## config.mk

```make
export PLATFORM = sky130hd
export DESIGN_NAME = csac_ctrl
export DESIGN_NICKNAME = d
export VERILOG_FILES = /design/src/rtl/core/csac_pkg.sv /design/src/rtl/core/csac_ctrl.sv
export SDC_FILE = /design/constraint.sdc
export NUM_CORES = 1
export LEC_CHECK = 0
export BUFFER_PORTS_ARGS = -buffer_cell sky130_fd_sc_hd__buf_4
export CORE_AREA = 5 5 42 44
export CTS_CLUSTER_DIAMETER = 30
export DETAILED_ROUTE_END_ITERATION = 8
export DIE_AREA = 0 0 47 49
export PLACE_DENSITY = 0.5
export SLEW_MARGIN = 20
export SYNTH_ARGS = -nofsm -noshare
export SYNTH_HDL_FRONTEND = slang
export SYNTH_SLANG_ARGS = --single-unit
export TNS_END_PERCENT = 1
```

## constraint.sdc

```tcl
create_clock -name i_clk -period 1.11 [get_ports i_clk]
set_input_delay 0 -clock i_clk [delete_from_list [all_inputs] [get_ports i_clk]]
set_output_delay 0 -clock i_clk [all_outputs]
set_load 0.05 [all_outputs]
```

## src/rtl/core/csac_pkg.sv

```systemverilog
// Shared types and codes for the credit slot admission controller.
`timescale 1ns / 1ps
package csac_pkg;

    localparam logic [2:0] ACT_TICK     = 3'd0;
    localparam logic [2:0] ACT_ADMIT    = 3'd1;
    localparam logic [2:0] ACT_CREDIT   = 3'd2;
    localparam logic [2:0] ACT_CANCEL   = 3'd3;
    localparam logic [2:0] ACT_SHUTDOWN = 3'd4;
    localparam logic [2:0] ACT_BAD      = 3'd7;

    localparam logic [3:0] K_ADMIT   = 4'd0;
    localparam logic [3:0] K_COMMIT  = 4'd1;
    localparam logic [3:0] K_DONE    = 4'd2;
    localparam logic [3:0] K_CANCEL  = 4'd3;
    localparam logic [3:0] K_CREDIT  = 4'd4;
    localparam logic [3:0] K_QUIET   = 4'd5;
    localparam logic [3:0] K_DUP     = 4'd6;
    localparam logic [3:0] K_REJECT  = 4'd7;
    localparam logic [3:0] K_SHUT    = 4'd8;

    localparam logic [3:0] S_OK        = 4'd0;
    localparam logic [3:0] S_OWNER     = 4'd1;
    localparam logic [3:0] S_STALE     = 4'd2;
    localparam logic [3:0] S_FULL      = 4'd3;
    localparam logic [3:0] S_GEN       = 4'd4;
    localparam logic [3:0] S_ROW       = 4'd5;
    localparam logic [3:0] S_TARGET    = 4'd6;
    localparam logic [3:0] S_CREDIT    = 4'd7;
    localparam logic [3:0] S_STALE_CAN = 4'd8;
    localparam logic [3:0] S_INACTIVE  = 4'd9;
    localparam logic [3:0] S_UNKNOWN   = 4'd10;
    localparam logic [3:0] S_MALFORMED = 4'd11;
    localparam logic [3:0] S_DUP       = 4'd12;
    localparam logic [3:0] S_BUSY      = 4'd13;

    typedef enum logic [2:0] {
        ST_IDLE,
        ST_DECIDE,
        ST_SCAN,
        ST_EMIT,
        ST_HALT
    } t_state;

    // controller -> datapath
    typedef struct packed {
        logic take;     // latch input item
        logic decide;   // evaluate event, update state, queue results
        logic scan;     // tick: process one row
        logic pop;      // drop the head result
    } t_cmd;

    // datapath -> controller
    typedef struct packed {
        logic is_tick;
        logic scan_last;
        logic queue_empty;
        logic halt;
    } t_stat;

    typedef struct packed {
        logic [3:0]  kind;
        logic [31:0] seq;
        logic [31:0] req;
        logic [31:0] gen;
        logic [7:0]  row;
        logic [31:0] commits;
        logic [32:0] value;
        logic [32:0] rem;
        logic [32:0] credit;
        logic [32:0] cancel;
        logic [3:0]  status;
    } t_res;

endpackage

```

## src/rtl/core/csac_ctrl.sv

```systemverilog
// Controller state machine for the credit slot admission controller.
`timescale 1ns / 1ps
module csac_ctrl
    import csac_pkg::*;
(
    input  logic  i_clk,
    input  logic  i_rst_n,
    input  logic  i_valid,
    input  t_stat i_stat,
    input  logic  i_out_ready,
    output logic  o_ready,
    output logic  o_out_valid,
    output t_cmd  o_cmd
);

    t_state r_state, n_state;

    always_ff @(posedge i_clk) begin
        if (!i_rst_n) begin
            r_state <= ST_IDLE;
        end else begin
            r_state <= n_state;
        end
    end

    always_comb begin
        n_state     = r_state;
        o_cmd       = '0;
        o_ready     = 1'b0;
        o_out_valid = 1'b0;
        unique case (r_state)
            ST_IDLE: begin
                o_ready = 1'b1;
                if (i_valid) begin
                    o_cmd.take = 1'b1;
                    n_state    = ST_DECIDE;
                end
            end
            ST_DECIDE: begin
                if (i_stat.is_tick) begin
                    n_state = ST_SCAN;
                end else begin
                    o_cmd.decide = 1'b1;
                    n_state      = ST_EMIT;
                end
            end
            ST_SCAN: begin
                o_cmd.scan = 1'b1;
                if (i_stat.scan_last) n_state = ST_EMIT;
            end
            ST_EMIT: begin
                if (i_stat.queue_empty) begin
                    n_state = i_stat.halt ? ST_HALT : ST_IDLE;
                end else begin
                    o_out_valid = 1'b1;
                    if (i_out_ready) o_cmd.pop = 1'b1;
                end
            end
            ST_HALT: begin
                o_ready = 1'b1;
            end
            default: n_state = ST_IDLE;
        endcase
    end

endmodule

```

==> impl_metrics.env <==
export IMPL_status="complete, but fails checks"
export IMPL_violations="negative setup slack"
export IMPL_wl_um=651
export IMPL_synthesis_area_um2=211
export IMPL_cp_required_ns=1.11
export IMPL_path_class="reg2out"
export IMPL_wl_per_cell_um=10.9
export IMPL_layout_cells_non_filler=60
export IMPL_first_pass_iters=4
export IMPL_syn_num_nets=31
export IMPL_synth_compound_area_share_pct=11.8
export IMPL_num_io_pins=14
export IMPL_synth_fa_ha_area_share_pct=0
export IMPL_ys_seq_area_share_pct=28.4
export IMPL_r2r_start="r_state[2]"
export IMPL_core_area_um2=1400
export IMPL_crit_fanout=7
export IMPL_largestRegisters="r_state (3)"
export IMPL_clockRootBuffer="clkbuf_4"
export IMPL_grtUsageTotal_pct=6.26
export IMPL_grt_pass1_wl_um=966
export IMPL_arrival_ns=1.22
export IMPL_seq_area_um2=68.8
export IMPL_setup_violations=4
export IMPL_largest_reg_flops=3
export IMPL_start_kind="register"
export IMPL_synth_mux_area_share_pct=9.47
export IMPL_yosys_top_cells_area="dfxtp_1, mux2i_1, and4bb_4"
export IMPL_antenna_found_initial=0
export IMPL_syn_area_per_cell_um2=9.19
export IMPL_worstReg2RegEnd="r_state[0]"
export IMPL_vias=264
export IMPL_p_per_area_nw_per_um2=1500
export IMPL_cts_tree="done"
export IMPL_skew_ns=0.00400
export IMPL_layout_drive_gt1_share_pct=68.2
export IMPL_antenna_cells=0
export IMPL_drtIter0Drc=3
export IMPL_crit_start="r_state[2]"
export IMPL_synth_top_area_share_pct=28.4
export IMPL_route_antenna_remaining_nets=0
export IMPL_crit_path_end_kind="primary output"
export IMPL_ys_seq_elements=3
export IMPL_dp_cells=55
export IMPL_initial_utilization_pct=15.1
export IMPL_rrSetupSlack_ns=-0.07
export IMPL_grt_pass1_vias=220
export IMPL_cts_buffers=3
export IMPL_clock_latency_ns=0.23
export IMPL_grt_max_degree=9
export IMPL_p_leak_nw=0.190
export IMPL_synthCells=23
export IMPL_dieWidth_um=47
export IMPL_finalMaxSlewViolations=0
export IMPL_port_buffers=13
export IMPL_grt_overflow=0
export IMPL_yosysTopAreaCell="dfxtp_1"
export IMPL_multi_input_area_um2=159
export IMPL_synth_distinct_cells=17
export IMPL_crit_end="o_cmd[0]"
export IMPL_yosys_warnings=0
export IMPL_slew_limit_headroom_pct=82.2
export IMPL_final_area_um2=432
export IMPL_place_area_um2=368
export IMPL_dpl_hpwl_um=538
export IMPL_regMostFlops="r_state"
export IMPL_clkSlewWorstSetupHoldPaths_ns=0.03
export IMPL_synth_top_family_by_area="simple AND/OR/NAND/NOR gates"
export IMPL_dieArea_um2=2300
export IMPL_peakVddDrop_mv=0.477
export IMPL_cts_htree_levels=1
export IMPL_cts_hold_buf=0
export IMPL_layout_min_cycle_time_ns=1.22
export IMPL_layout_nets=53
export IMPL_row_count=14
export IMPL_clock_sinks=3
export IMPL_grt_setup_unrepaired="true"
export IMPL_synth_simple_area_share_pct=45.0
export IMPL_globalplace_congestion=0.621
export IMPL_via_per_inst=4.40
export IMPL_layout_setup_ws_ns=-0.105
export IMPL_cts_path_max_buffers=2
export IMPL_worstMarginPinSlew_ns=0.267
export IMPL_synth_xor_area_share_pct=0
export IMPL_drcViolationCount=0
export IMPL_power_mw=0.649
export IMPL_finalCritPeriodShare_pct=109
export IMPL_rr_worst_depth=4
export IMPL_clock_fmax_mhz=823
export IMPL_hold_viol_final=0
export IMPL_die_y_um=49
export IMPL_max_cap_violations=0
export IMPL_worstHoldPathType="in2reg"
export IMPL_layout_area_overhead_vs_synth_pct=104
export IMPL_filler_cell_count=166
kinds of logic after synthesis:
family                 count (synthesis)
flip-flops                             3
AO/OA/AOI/OAI                          3
multiplexers                           2
AND/OR/NAND/NOR                       13
buffers and inverters                  2
per-layer routing:
metal / vias up / part of all wire (%) / global-route usage, % / wire length (µm)
li1: 131 / - / - / -
met2: 15 / 49 / 8.14 / 321
met1: 116 / 39 / 6.78 / 254
met3: 2 / 11 / 5.90 / 69
met5: - / 0 / 0 / 0
met4: 0 / 0.92 / 2.76 / 6
final cells by class:
cell class	instances	share of cell area [%]
multi-input combinational	18	36.8
timing repair buffer	18	35.7
sequential	3	15.9
clock buffer	4	6.09
tap	16	4.64
inverter	1	0.870
worst min-delay path by stage:
stage / start / end / cells past startpoint
after detailed placement: i_stat[3] / o_cmd[2] / 3
after floorplan: i_stat[3] / o_cmd[2] / 1
after global placement: i_rst_n / r_state[2] / 3
final: i_rst_n / r_state[2] / 3
after global routing: i_rst_n / r_state[2] / 3
after CTS: i_rst_n / r_state[2] / 3
cells in the mapped netlist:
library cell and number:
nor4b_2 1, nor2_1 2, and3_1 1, nand2b_1 1
and2_1 2, a32oi_1 1, nand2_1 1, nor3_1 1
dfxtp_1 3, and4bb_2 1, mux2i_1 2, inv_1 1
o31a_1 1, and4bb_4 1, buf_4 1, nand3_1 2
o21a_1 1
cell usage in the layout (no fill, tap or decap), types with 2 or more instances in the layout:
cell type,n
buf_4,14
clkbuf_4,3
buf_6,3
mux2i_1,2
nand3_1,2
dfxtp_4,2
per-stage QoR:
stage	setup TNS, ns	util (%)	setup WS (ns)	hold WS [ns]
5_1_grt	-0.581	30.8	-0.149	0.0894
2_1_floorplan	-0.929	-	-0.308	0.0722
3_5_place_dp	-0.102	26.3	-0.0542	0.314
4_1_cts	-0.248	29.4	-0.115	0.0695
3_3_place_gp	-0.0501	26.3	-0.0484	0.298
6_report	-0.278	30.8	-0.105	0.0699
power breakdown:
group	internal, mW	leakage [nW]	switching (mW)
logic	0.142	0.149	0.161
registers	0.125	0.0264	0.0298
clock network	0.135	0.0150	0.0564
total	0.401	0.190	0.248
critical path, cell delays in order (launching register included):
cell      delay, ns
dfxtp_4        0.36
and4bb_4       0.35
and2_4         0.14
buf_8          0.13
repair_timing:
item | CTS | global route
pin swaps | 0 | 3
endpoints found under the setup margin | 8 | 6
buffers inserted | 0 | 1
gates resized for setup | 7 | 4
Power figures use the tool's default switching activity.
